--- src/hw/rtl/mpdr_pkg.sv ---
package mpdr_pkg;

  // Configuration register indexes
  localparam logic [2:0] CFG_AUDIO_IDS    = 3'd0;
  localparam logic [2:0] CFG_AUDIO_COUNT  = 3'd1;
  localparam logic [2:0] CFG_VIDEO_IDS    = 3'd2;
  localparam logic [2:0] CFG_VIDEO_COUNT  = 3'd3;
  localparam logic [2:0] CFG_PACKET_LIMIT = 3'd4;

  // Route codes
  localparam logic ROUTE_AUDIO = 1'b0;
  localparam logic ROUTE_VIDEO = 1'b1;

  // Packet header size in bytes, length field counts it
  localparam logic [15:0] HDR_BYTES = 16'd12;

  // Flags byte keyframe bit
  localparam logic [7:0] FLAG_KEYFRAME = 8'h02;

  typedef enum logic [1:0] {
    KIND_HEADER  = 2'd0,
    KIND_PAYLOAD = 2'd1,
    KIND_END     = 2'd2
  } kind_e;

  // One result word as it travels through the queue
  typedef struct packed {
    kind_e       kind;
    logic        route;
    logic [15:0] stream_ident;
    logic [31:0] time_stamp;
    logic        key_frame;
    logic [7:0]  payload_byte;
    logic [15:0] payload_length;
    logic        last_byte;
  } word_t;

  // Configuration write bundle
  typedef struct packed {
    logic        we;
    logic [2:0]  index;
    logic [63:0] data;
  } cfg_wr_t;

endpackage

--- src/hw/rtl/media_packet_deframer_router.sv ---
// Path: a result word is written into the queue, then loaded into the output register that drives the output ports.
// Throughput: one byte per cycle while in_stall_o is low; the header/payload parser
// handles a byte per clock and a QUEUE_DEPTH-word queue plus an output register decouple
// it from out_stall_i. in_stall_o rises only while the queue is full.
// Reset (rst_ni low, asynchronous): configuration registers and parser state clear to zero,
// parser waits for a packet header, queue and output register empty.
module media_packet_deframer_router #(
  parameter int MAX_IDS     = 4,
  parameter int QUEUE_DEPTH = 4
) (
  input  logic        clk_i,
  input  logic        rst_ni,
  input  logic        in_valid_i,
  output logic        in_stall_o,
  input  logic [7:0]  data_byte_i,
  input  logic        cfg_we_i,
  input  logic [2:0]  cfg_index_i,
  input  logic [63:0] cfg_data_i,
  output logic        out_valid_o,
  input  logic        out_stall_i,
  output logic [1:0]  item_kind_o,
  output logic        route_o,
  output logic [15:0] stream_ident_o,
  output logic [31:0] time_stamp_o,
  output logic        key_frame_o,
  output logic [7:0]  payload_byte_o,
  output logic [15:0] payload_length_o,
  output logic        last_byte_o
);

  mpdr_pkg::cfg_wr_t cfg;
  mpdr_pkg::word_t   push_word, q_word, out_word;
  logic              accept, push, q_full, q_valid, q_pop;

  assign cfg.we    = cfg_we_i;
  assign cfg.index = cfg_index_i;
  assign cfg.data  = cfg_data_i;

  assign in_stall_o = q_full;
  assign accept     = in_valid_i && !in_stall_o;

  // Front: parse and route bytes
  mpdr_front #(
    .MAX_IDS(MAX_IDS)
  ) u_front (
    .clk_i,
    .rst_ni,
    .cfg_i      (cfg),
    .accept_i   (accept),
    .data_byte_i,
    .push_o     (push),
    .word_o     (push_word)
  );

  // Queue between parser and output
  mpdr_queue #(
    .DEPTH(QUEUE_DEPTH)
  ) u_queue (
    .clk_i,
    .rst_ni,
    .push_i      (push),
    .push_word_i (push_word),
    .full_o      (q_full),
    .pop_i       (q_pop),
    .valid_o     (q_valid),
    .pop_word_o  (q_word)
  );

  // Back: output register
  mpdr_back u_back (
    .clk_i,
    .rst_ni,
    .q_valid_i   (q_valid),
    .q_word_i    (q_word),
    .q_pop_o     (q_pop),
    .out_valid_o,
    .out_stall_i,
    .out_word_o  (out_word)
  );

  assign item_kind_o      = out_word.kind;
  assign route_o          = out_word.route;
  assign stream_ident_o   = out_word.stream_ident;
  assign time_stamp_o     = out_word.time_stamp;
  assign key_frame_o      = out_word.key_frame;
  assign payload_byte_o   = out_word.payload_byte;
  assign payload_length_o = out_word.payload_length;
  assign last_byte_o      = out_word.last_byte;

endmodule

--- src/hw/rtl/mpdr_front.sv ---
module mpdr_front #(
  parameter int MAX_IDS = 4
) (
  input  logic             clk_i,
  input  logic             rst_ni,
  input  mpdr_pkg::cfg_wr_t cfg_i,
  input  logic             accept_i,
  input  logic [7:0]       data_byte_i,
  output logic             push_o,
  output mpdr_pkg::word_t  word_o
);

  // Parser phase codes
  localparam logic [1:0] PH_HEADER  = 2'd0;
  localparam logic [1:0] PH_PAYLOAD = 2'd1;
  localparam logic [1:0] PH_SKIP    = 2'd2;
  localparam logic [1:0] PH_DONE    = 2'd3;

  // Header byte offsets
  localparam logic [15:0] OFS_FIRST  = 16'd0;
  localparam logic [15:0] OFS_LEN_HI = 16'd2;
  localparam logic [15:0] OFS_LEN_LO = 16'd3;
  localparam logic [15:0] OFS_ID_HI  = 16'd4;
  localparam logic [15:0] OFS_ID_LO  = 16'd5;
  localparam logic [15:0] OFS_TS_3   = 16'd6;
  localparam logic [15:0] OFS_TS_2   = 16'd7;
  localparam logic [15:0] OFS_TS_1   = 16'd8;
  localparam logic [15:0] OFS_TS_0   = 16'd9;
  localparam logic [15:0] OFS_FLAGS  = 16'd11;

  // Configuration registers
  logic [63:0] audio_ids_q, video_ids_q;
  logic [2:0]  audio_count_q, video_count_q;
  logic [31:0] packet_limit_q;

  // Parser state
  logic [1:0]  phase_q, phase_d;
  logic [15:0] byte_cnt_q, byte_cnt_d;
  logic [15:0] pkt_len_q, pkt_len_d;
  logic [15:0] ident_q, ident_d;
  logic [31:0] stamp_q, stamp_d;
  logic        route_q, route_d;
  logic        key_q, key_d;
  logic [31:0] seen_q, seen_d;

  logic        video_hit, audio_hit;

  // Config writes
  always_ff @(posedge clk_i or negedge rst_ni) begin
    if (!rst_ni) begin
      audio_ids_q    <= '0;
      video_ids_q    <= '0;
      audio_count_q  <= '0;
      video_count_q  <= '0;
      packet_limit_q <= '0;
    end else if (cfg_i.we) begin
      unique case (cfg_i.index)
        mpdr_pkg::CFG_AUDIO_IDS:    audio_ids_q    <= cfg_i.data;
        mpdr_pkg::CFG_AUDIO_COUNT:  audio_count_q  <= cfg_i.data[2:0];
        mpdr_pkg::CFG_VIDEO_IDS:    video_ids_q    <= cfg_i.data;
        mpdr_pkg::CFG_VIDEO_COUNT:  video_count_q  <= cfg_i.data[2:0];
        mpdr_pkg::CFG_PACKET_LIMIT: packet_limit_q <= cfg_i.data[31:0];
        default: ;
      endcase
    end
  end

  // Parallel id compares against both tables
  always_comb begin
    video_hit = 1'b0;
    audio_hit = 1'b0;
    for (int i = 0; i < MAX_IDS; i++) begin
      if (video_ids_q[16*i +: 16] == ident_q && 3'(i) < video_count_q) video_hit = 1'b1;
      if (audio_ids_q[16*i +: 16] == ident_q && 3'(i) < audio_count_q) audio_hit = 1'b1;
    end
  end

  // Byte parser
  always_comb begin
    logic [15:0] len_full;
    logic [15:0] body_len;
    logic [15:0] cnt_inc;
    logic [15:0] cnt_dec;
    logic        last;
    logic        advance;

    phase_d    = phase_q;
    byte_cnt_d = byte_cnt_q;
    pkt_len_d  = pkt_len_q;
    ident_d    = ident_q;
    stamp_d    = stamp_q;
    route_d    = route_q;
    key_d      = key_q;
    seen_d     = seen_q;
    push_o     = 1'b0;
    word_o     = '0;
    advance    = 1'b0;

    len_full = {pkt_len_q[15:8], data_byte_i};
    body_len = pkt_len_q - mpdr_pkg::HDR_BYTES;
    cnt_inc  = byte_cnt_q + 16'd1;
    cnt_dec  = (byte_cnt_q != '0) ? byte_cnt_q - 16'd1 : '0;
    last     = (cnt_inc >= pkt_len_q);

    if (accept_i) begin
      unique case (phase_q)
        PH_DONE: ;
        PH_SKIP: begin
          byte_cnt_d = cnt_dec;
          if (cnt_dec == '0) phase_d = PH_HEADER;
        end
        PH_PAYLOAD: begin
          push_o              = 1'b1;
          word_o.kind         = mpdr_pkg::KIND_PAYLOAD;
          word_o.route        = route_q;
          word_o.stream_ident = ident_q;
          word_o.time_stamp   = stamp_q;
          word_o.key_frame    = key_q;
          word_o.payload_byte = data_byte_i;
          word_o.last_byte    = last;
          if (last) begin
            phase_d    = PH_HEADER;
            byte_cnt_d = '0;
          end else begin
            byte_cnt_d = cnt_inc;
          end
        end
        PH_HEADER: begin
          advance = 1'b1;
          unique case (byte_cnt_q)
            OFS_FIRST: begin
              if (packet_limit_q != '0 && seen_q >= packet_limit_q) begin
                phase_d     = PH_DONE;
                push_o      = 1'b1;
                word_o.kind = mpdr_pkg::KIND_END;
                advance     = 1'b0;
              end
            end
            OFS_LEN_HI: pkt_len_d = {data_byte_i, 8'h00};
            OFS_LEN_LO: begin
              pkt_len_d = len_full;
              if (len_full < mpdr_pkg::HDR_BYTES) begin
                // short length: drop that many bytes, no packet counted
                byte_cnt_d = len_full;
                phase_d    = (len_full == '0) ? PH_HEADER : PH_SKIP;
                advance    = 1'b0;
              end
            end
            OFS_ID_HI: ident_d = {data_byte_i, 8'h00};
            OFS_ID_LO: ident_d = {ident_q[15:8], data_byte_i};
            OFS_TS_3:  stamp_d = {data_byte_i, 24'h000000};
            OFS_TS_2:  stamp_d = {stamp_q[31:24], data_byte_i, 16'h0000};
            OFS_TS_1:  stamp_d = {stamp_q[31:16], data_byte_i, 8'h00};
            OFS_TS_0:  stamp_d = {stamp_q[31:8], data_byte_i};
            OFS_FLAGS: begin
              advance   = 1'b0;
              key_d     = (data_byte_i & mpdr_pkg::FLAG_KEYFRAME) != '0;
              if (seen_q != '1) seen_d = seen_q + 32'd1;
              route_d   = video_hit ? mpdr_pkg::ROUTE_VIDEO : mpdr_pkg::ROUTE_AUDIO;
              pkt_len_d = body_len;
              if (!video_hit && !audio_hit) begin
                // unknown stream: counted, payload dropped
                byte_cnt_d = body_len;
                phase_d    = (body_len == '0) ? PH_HEADER : PH_SKIP;
              end else begin
                byte_cnt_d            = '0;
                phase_d               = (body_len == '0) ? PH_HEADER : PH_PAYLOAD;
                push_o                = 1'b1;
                word_o.kind           = mpdr_pkg::KIND_HEADER;
                word_o.route          = route_d;
                word_o.stream_ident   = ident_q;
                word_o.time_stamp     = stamp_q;
                word_o.key_frame      = key_d;
                word_o.payload_length = body_len;
                word_o.last_byte      = (body_len == '0);
              end
            end
            default: ;
          endcase
          if (advance) byte_cnt_d = cnt_inc;
        end
        default: ;
      endcase
    end
  end

  always_ff @(posedge clk_i or negedge rst_ni) begin
    if (!rst_ni) begin
      phase_q    <= PH_HEADER;
      byte_cnt_q <= '0;
      pkt_len_q  <= '0;
      ident_q    <= '0;
      stamp_q    <= '0;
      route_q    <= 1'b0;
      key_q      <= 1'b0;
      seen_q     <= '0;
    end else begin
      phase_q    <= phase_d;
      byte_cnt_q <= byte_cnt_d;
      pkt_len_q  <= pkt_len_d;
      ident_q    <= ident_d;
      stamp_q    <= stamp_d;
      route_q    <= route_d;
      key_q      <= key_d;
      seen_q     <= seen_d;
    end
  end

  // End of data is final until reset
  assert property (@(posedge clk_i) disable iff (!rst_ni)
    phase_q == PH_DONE |=> phase_q == PH_DONE)
    else $error("parser left the done phase");

  // Header offset never runs past the flags byte
  assert property (@(posedge clk_i) disable iff (!rst_ni)
    phase_q == PH_HEADER |-> byte_cnt_q <= OFS_FLAGS)
    else $error("header byte offset out of range");

endmodule

--- src/hw/rtl/mpdr_queue.sv ---
module mpdr_queue #(
  parameter int DEPTH = 4
) (
  input  logic            clk_i,
  input  logic            rst_ni,
  input  logic            push_i,
  input  mpdr_pkg::word_t push_word_i,
  output logic            full_o,
  input  logic            pop_i,
  output logic            valid_o,
  output mpdr_pkg::word_t pop_word_o
);

  localparam int PTR_W = (DEPTH > 1) ? $clog2(DEPTH) : 1;
  localparam int CNT_W = $clog2(DEPTH + 1);
  localparam logic [PTR_W-1:0] PTR_LAST = PTR_W'(DEPTH - 1);
  localparam logic [CNT_W-1:0] CNT_FULL = CNT_W'(DEPTH);

  mpdr_pkg::word_t mem_q [DEPTH];
  logic [PTR_W-1:0] wr_ptr_q, wr_ptr_d;
  logic [PTR_W-1:0] rd_ptr_q, rd_ptr_d;
  logic [CNT_W-1:0] cnt_q, cnt_d;

  assign full_o     = (cnt_q == CNT_FULL);
  assign valid_o    = (cnt_q != '0);
  assign pop_word_o = mem_q[rd_ptr_q];

  // Pointer and fill count update
  always_comb begin
    wr_ptr_d = wr_ptr_q;
    rd_ptr_d = rd_ptr_q;
    cnt_d    = cnt_q;
    if (push_i) wr_ptr_d = (wr_ptr_q == PTR_LAST) ? '0 : wr_ptr_q + PTR_W'(1);
    if (pop_i)  rd_ptr_d = (rd_ptr_q == PTR_LAST) ? '0 : rd_ptr_q + PTR_W'(1);
    if (push_i && !pop_i) cnt_d = cnt_q + CNT_W'(1);
    if (pop_i && !push_i) cnt_d = cnt_q - CNT_W'(1);
  end

  always_ff @(posedge clk_i or negedge rst_ni) begin
    if (!rst_ni) begin
      wr_ptr_q <= '0;
      rd_ptr_q <= '0;
      cnt_q    <= '0;
    end else begin
      wr_ptr_q <= wr_ptr_d;
      rd_ptr_q <= rd_ptr_d;
      cnt_q    <= cnt_d;
    end
  end

  // Word storage
  always_ff @(posedge clk_i) begin
    if (push_i) mem_q[wr_ptr_q] <= push_word_i;
  end

  assert property (@(posedge clk_i) disable iff (!rst_ni)
    cnt_q <= CNT_FULL)
    else $error("queue count above depth");

  assert property (@(posedge clk_i) disable iff (!rst_ni)
    !(push_i && full_o) && !(pop_i && !valid_o))
    else $error("queue overflow or underflow");

endmodule

--- src/hw/rtl/mpdr_back.sv ---
module mpdr_back (
  input  logic            clk_i,
  input  logic            rst_ni,
  input  logic            q_valid_i,
  input  mpdr_pkg::word_t q_word_i,
  output logic            q_pop_o,
  output logic            out_valid_o,
  input  logic            out_stall_i,
  output mpdr_pkg::word_t out_word_o
);

  logic            valid_q, valid_d;
  mpdr_pkg::word_t word_q;

  // Load when the output register is empty or being taken
  assign q_pop_o = q_valid_i && (!valid_q || !out_stall_i);

  always_comb begin
    valid_d = valid_q;
    if (!valid_q || !out_stall_i) valid_d = q_valid_i;
  end

  always_ff @(posedge clk_i or negedge rst_ni) begin
    if (!rst_ni) valid_q <= 1'b0;
    else         valid_q <= valid_d;
  end

  always_ff @(posedge clk_i) begin
    if (q_pop_o) word_q <= q_word_i;
  end

  assign out_valid_o = valid_q;
  assign out_word_o  = word_q;

endmodule
--- config.mk ---
export PLATFORM = sky130hd
export DESIGN_NAME = media_packet_deframer_router
export DESIGN_NICKNAME = d
export VERILOG_FILES = /design/src/hw/rtl/mpdr_pkg.sv /design/src/hw/rtl/media_packet_deframer_router.sv /design/src/hw/rtl/mpdr_front.sv /design/src/hw/rtl/mpdr_queue.sv /design/src/hw/rtl/mpdr_back.sv
export SDC_FILE = /design/constraint.sdc
export NUM_CORES = 1
export LEC_CHECK = 0
export BUFFER_PORTS_ARGS = -buffer_cell sky130_fd_sc_hd__buf_2
export CAP_MARGIN = 10
export CORE_MARGIN = 2
export CORE_UTILIZATION = 40
export CTS_CLUSTER_DIAMETER = 60
export DETAILED_ROUTE_END_ITERATION = 8
export HOLD_SLACK_MARGIN = 0.1
export PLACE_DENSITY = 0.54
export SLEW_MARGIN = 20
export SYNTH_ARGS = -nofsm -noshare
export SYNTH_HDL_FRONTEND = slang
export SYNTH_HIERARCHICAL = 1
export SYNTH_SLANG_ARGS = --single-unit
--- constraint.sdc ---
create_clock -name clk_i -period 6.6 [get_ports clk_i]
set_clock_uncertainty 0.15 [all_clocks]
set_input_delay 0.33 -clock clk_i [delete_from_list [all_inputs] [get_ports clk_i]]
set_output_delay 0.33 -clock clk_i [all_outputs]
set_load 0.02 [all_outputs]
==> metrics.txt <==
Cell Area, Placed ~32,000 µm²; final worst slack 1.717 ns; DRC viols 0; dpl hpwl between 40,000 and 50,000 µm; fin crit share 73.99%; Fillers 6,614; Num CTS Buffers 79; Hold Vio Cnt, Final 0; hold buffer count at cts 76; crit path DAT 5.23 ns; WP depth 14; placer congestion estimate about 0.84; DR pass1 iterations 5; sequential area share after synthesis between 60% and 70%; post-DR wirelength/cell 22.16 µm; Yosys reg bits 675; total placed cells including tap cells around 3,200; Layout Cells excl Fill about 3,400; CTS root buf clkbuf_16; Max-Cap Viols 0; # clock sinks 675; hold_ws 0.1359 ns; final setup fails 0; clk slew on worst S/H paths roughly 0.060 ns; total track usage 19.65%; crit-path leading delay family simple AND/OR/NAND/NOR gates; postcts setup bufs 0; Critical Path End Type flip-flop; Avg Cell Area, Syn 14.09 µm²; mapped cell area 30,010 µm²; Syn Nets around 2,300; Post-CTS Resized 0; worst slack at placement 1.832 ns; # IOs 159; layout cell share with drive strength beyond 1 23.80%; Detailed Route WL 75,200 µm; Slew @ Worst Pin 1.026 ns; Die Y 277.9 µm; CP max-delay cell dfrtp_1; CTS H-tree depth 3; Async SR Flop Fraction 42.96%; dominant cells by area after synthesis edfxtp_1 (39%), dfrtp_1 (24%), mux2_2 (5.8%), mux4_2 (5.8%), xor2_1 (2.9%); first-pass GRT wire length 115,600 µm; die width 277.9 µm; Peak supply drop between 0.15 and 0.2 mV; commonest cells after routing, fill and taps aside edfxtp_1 (385), dfrtp_1 (288), nand2_1 (164), buf_2 (157), mux2_2 (155); P&R area growth vs syn 17.03%; CP required 6.94 ns; cell repeated most along the worst path a21o_1; min-delay worst type input port to flip-flop; cell accounting for the most synthesized area edfxtp_1; CP Buf/Inv Count 0; max_slew headroom 31.58%; 1st-iter DRT viols 1,448; Syn. warnings 6; CTS tree yes; fin area 35,120 µm²; Max stage delay on crit path 0.83 ns; CP Cell Sequence and3_1 > nand3_1 > nand2b_1 > xnor2_1 > ha_1 > a21o_1 > a21o_1 > a211o_1 > a21oi_1 > o21ai_0 > and2_1 > nor3_2 > o21bai_4 > mux2_4; ANT nets after route 0; post-synth cell types 86; Hold Path Stages 4; RSZ-0062 raised after global routing no; GRT overflow 0; ys flop type edfxtp_1; deepest clock path buffer count 3; fmax 204.8 MHz; status finished, final reports clean; core area 74,320 µm²; multi-input logic area 10,470 µm²; largest net degree at the start of global routing 139; WS Path Type flip-flop to flip-flop; Synth top area share between 30 and 40%; DIE AREA 77,240 µm²; Tmin final a little under 5 ns; TNS Setup 0 ns; CP Launch Type flip-flop; initial core utilization between 40% and 50%; Post-synth EDFFs between 300 and 400; clk_lat worst skew slightly above 0.6 ns; commonest non-fill, non-tap cell in the layout edfxtp_1; via count 18,244; R2R Setup Slk 1.72 ns; register area 18,830 µm²; vias in the first global route 18,965; CP max FO 21; vias per cell between 5 and 6; Pwr per Cell Area 374.0 nW/µm²; worst reg2reg path depth 14; input/output buffers 158; Post-Synthesis Cells roughly 2,100; fin. max-slew vios 0; leakage 13.75 nW; Layout Nets 2,501; antenna violations before repair 5; Rows 100
-- kinds of logic (layout without fill, tap and decap cells) --
kind of cell    Yosys count  in the layout  synth area share (%)
flops                   675            675                 62.70
simple gates            549            549                 9.530
compound gates          245            245                 5.320
mux                     234            234                 11.68
xor+xnor                193            193                 5.632
buf+inv                 173            467                 2.572
fa+ha+maj                61             61                 2.568
other cells               0              1                     0
-- worst register-to-register path, stage by stage, from the launching register on --
cell	delay, ns
dfrtp_1	0.83
and3_1	0.25
nand3_1	0.23
nand2b_1	0.25
xnor2_1	0.26
ha_1	0.30
a21o_1	0.18
a21o_1	0.17
a211o_1	0.28
a21oi_1	0.11
o21ai_0	0.14
and2_1	0.24
nor3_2	0.76
o21bai_4	0.29
mux2_4	0.31
-- metal layers --
metal | track usage (%) | part of all wire, % | routed length, µm
met2 | 32.33 | 48 | 36230
met5 | 0 | 0 | 0
met4 | 6.916 | 2.9 | 2175
met3 | 2.965 | 4.2 | 3142
met1 | 26.60 | 45 | 33650
-- final timing paths --
| kind | endpoint | start |
|---|---|---|
| setup reg to reg | u_front/phase_q[0] | u_front/byte_cnt_q[2] |
| hold reg to reg | u_front/stamp_q[2] | u_front/stamp_q[2] |
| max in group asynchronous | u_queue/rd_ptr_q[0] | rst_ni |
| hold / removal | u_front/video_count_q[2] | cfg_index_i[2] |
| min in group asynchronous | u_queue/cnt_q[1] | rst_ni |
| setup / recovery | u_front/phase_q[0] | u_front/byte_cnt_q[2] |
-- area by class of cell --
type	count	share of cell area, %
Timing Repair Buffer	259	5.073
Tap cell	969	3.452
Antenna cell	1	0.007125
Sequential cell	675	53.60
Clock inverter	39	1.143
Clock buffer	106	6.234
Inverter	63	0.6733
Multi-Input combinational cell	1282	29.82
-- through the flow --
step,util (%),power (mW)
after floorplan,-,7.907
after global placement,42.70,8.867
after detailed placement,42.70,8.918
after CTS,47.21,13.30
after global routing,47.26,13.79
final,47.26,13.14
-- synthesized netlist by cell type, types with 6 or more instances --
cell	n
inv_1	63
a22o_1	19
xnor2_1	92
a21o_1	6
and3_1	26
clkbuf_1	66
buf_2	31
nand3b_1	8
nor2_1	89
ha_1	60
o22ai_1	7
dfrtp_1	290
a31oi_1	6
nand2_1	164
mux4_2	77
edfxtp_1	385
nor3_1	27
or3_1	6
nand3_1	56
a32oi_1	7
xor2_1	101
a21oi_1	60
mux2_2	155
nor4_1	41
o21ai_0	88
nand4_1	24
and2_1	61
-- power breakdown --
group | leakage (nW) | switching (mW) | internal [mW]
Clock | 1.28 | 1.77 | 2.52
Combinational | 5.22 | 1.75 | 1.30
Sequential | 7.26 | 0.550 | 5.24
-- sequential cells by signal, indices dropped and copies added (netlist names), 3 cells and up --
signal / cells
u_queue/cnt_q: 3
u_front/packet_limit_q: 32
u_queue/mem_q: 308
u_front/byte_cnt_q: 16
u_front/audio_ids_q: 64
u_front/video_count_q: 3
u_front/stamp_q: 32
u_front/ident_q: 16
u_front/seen_q: 32
u_back/out_word_o: 77
u_front/audio_count_q: 3
u_front/video_ids_q: 64
u_front/pkt_len_q: 16
No activity file was read; power rests on OpenSTA's default activity.
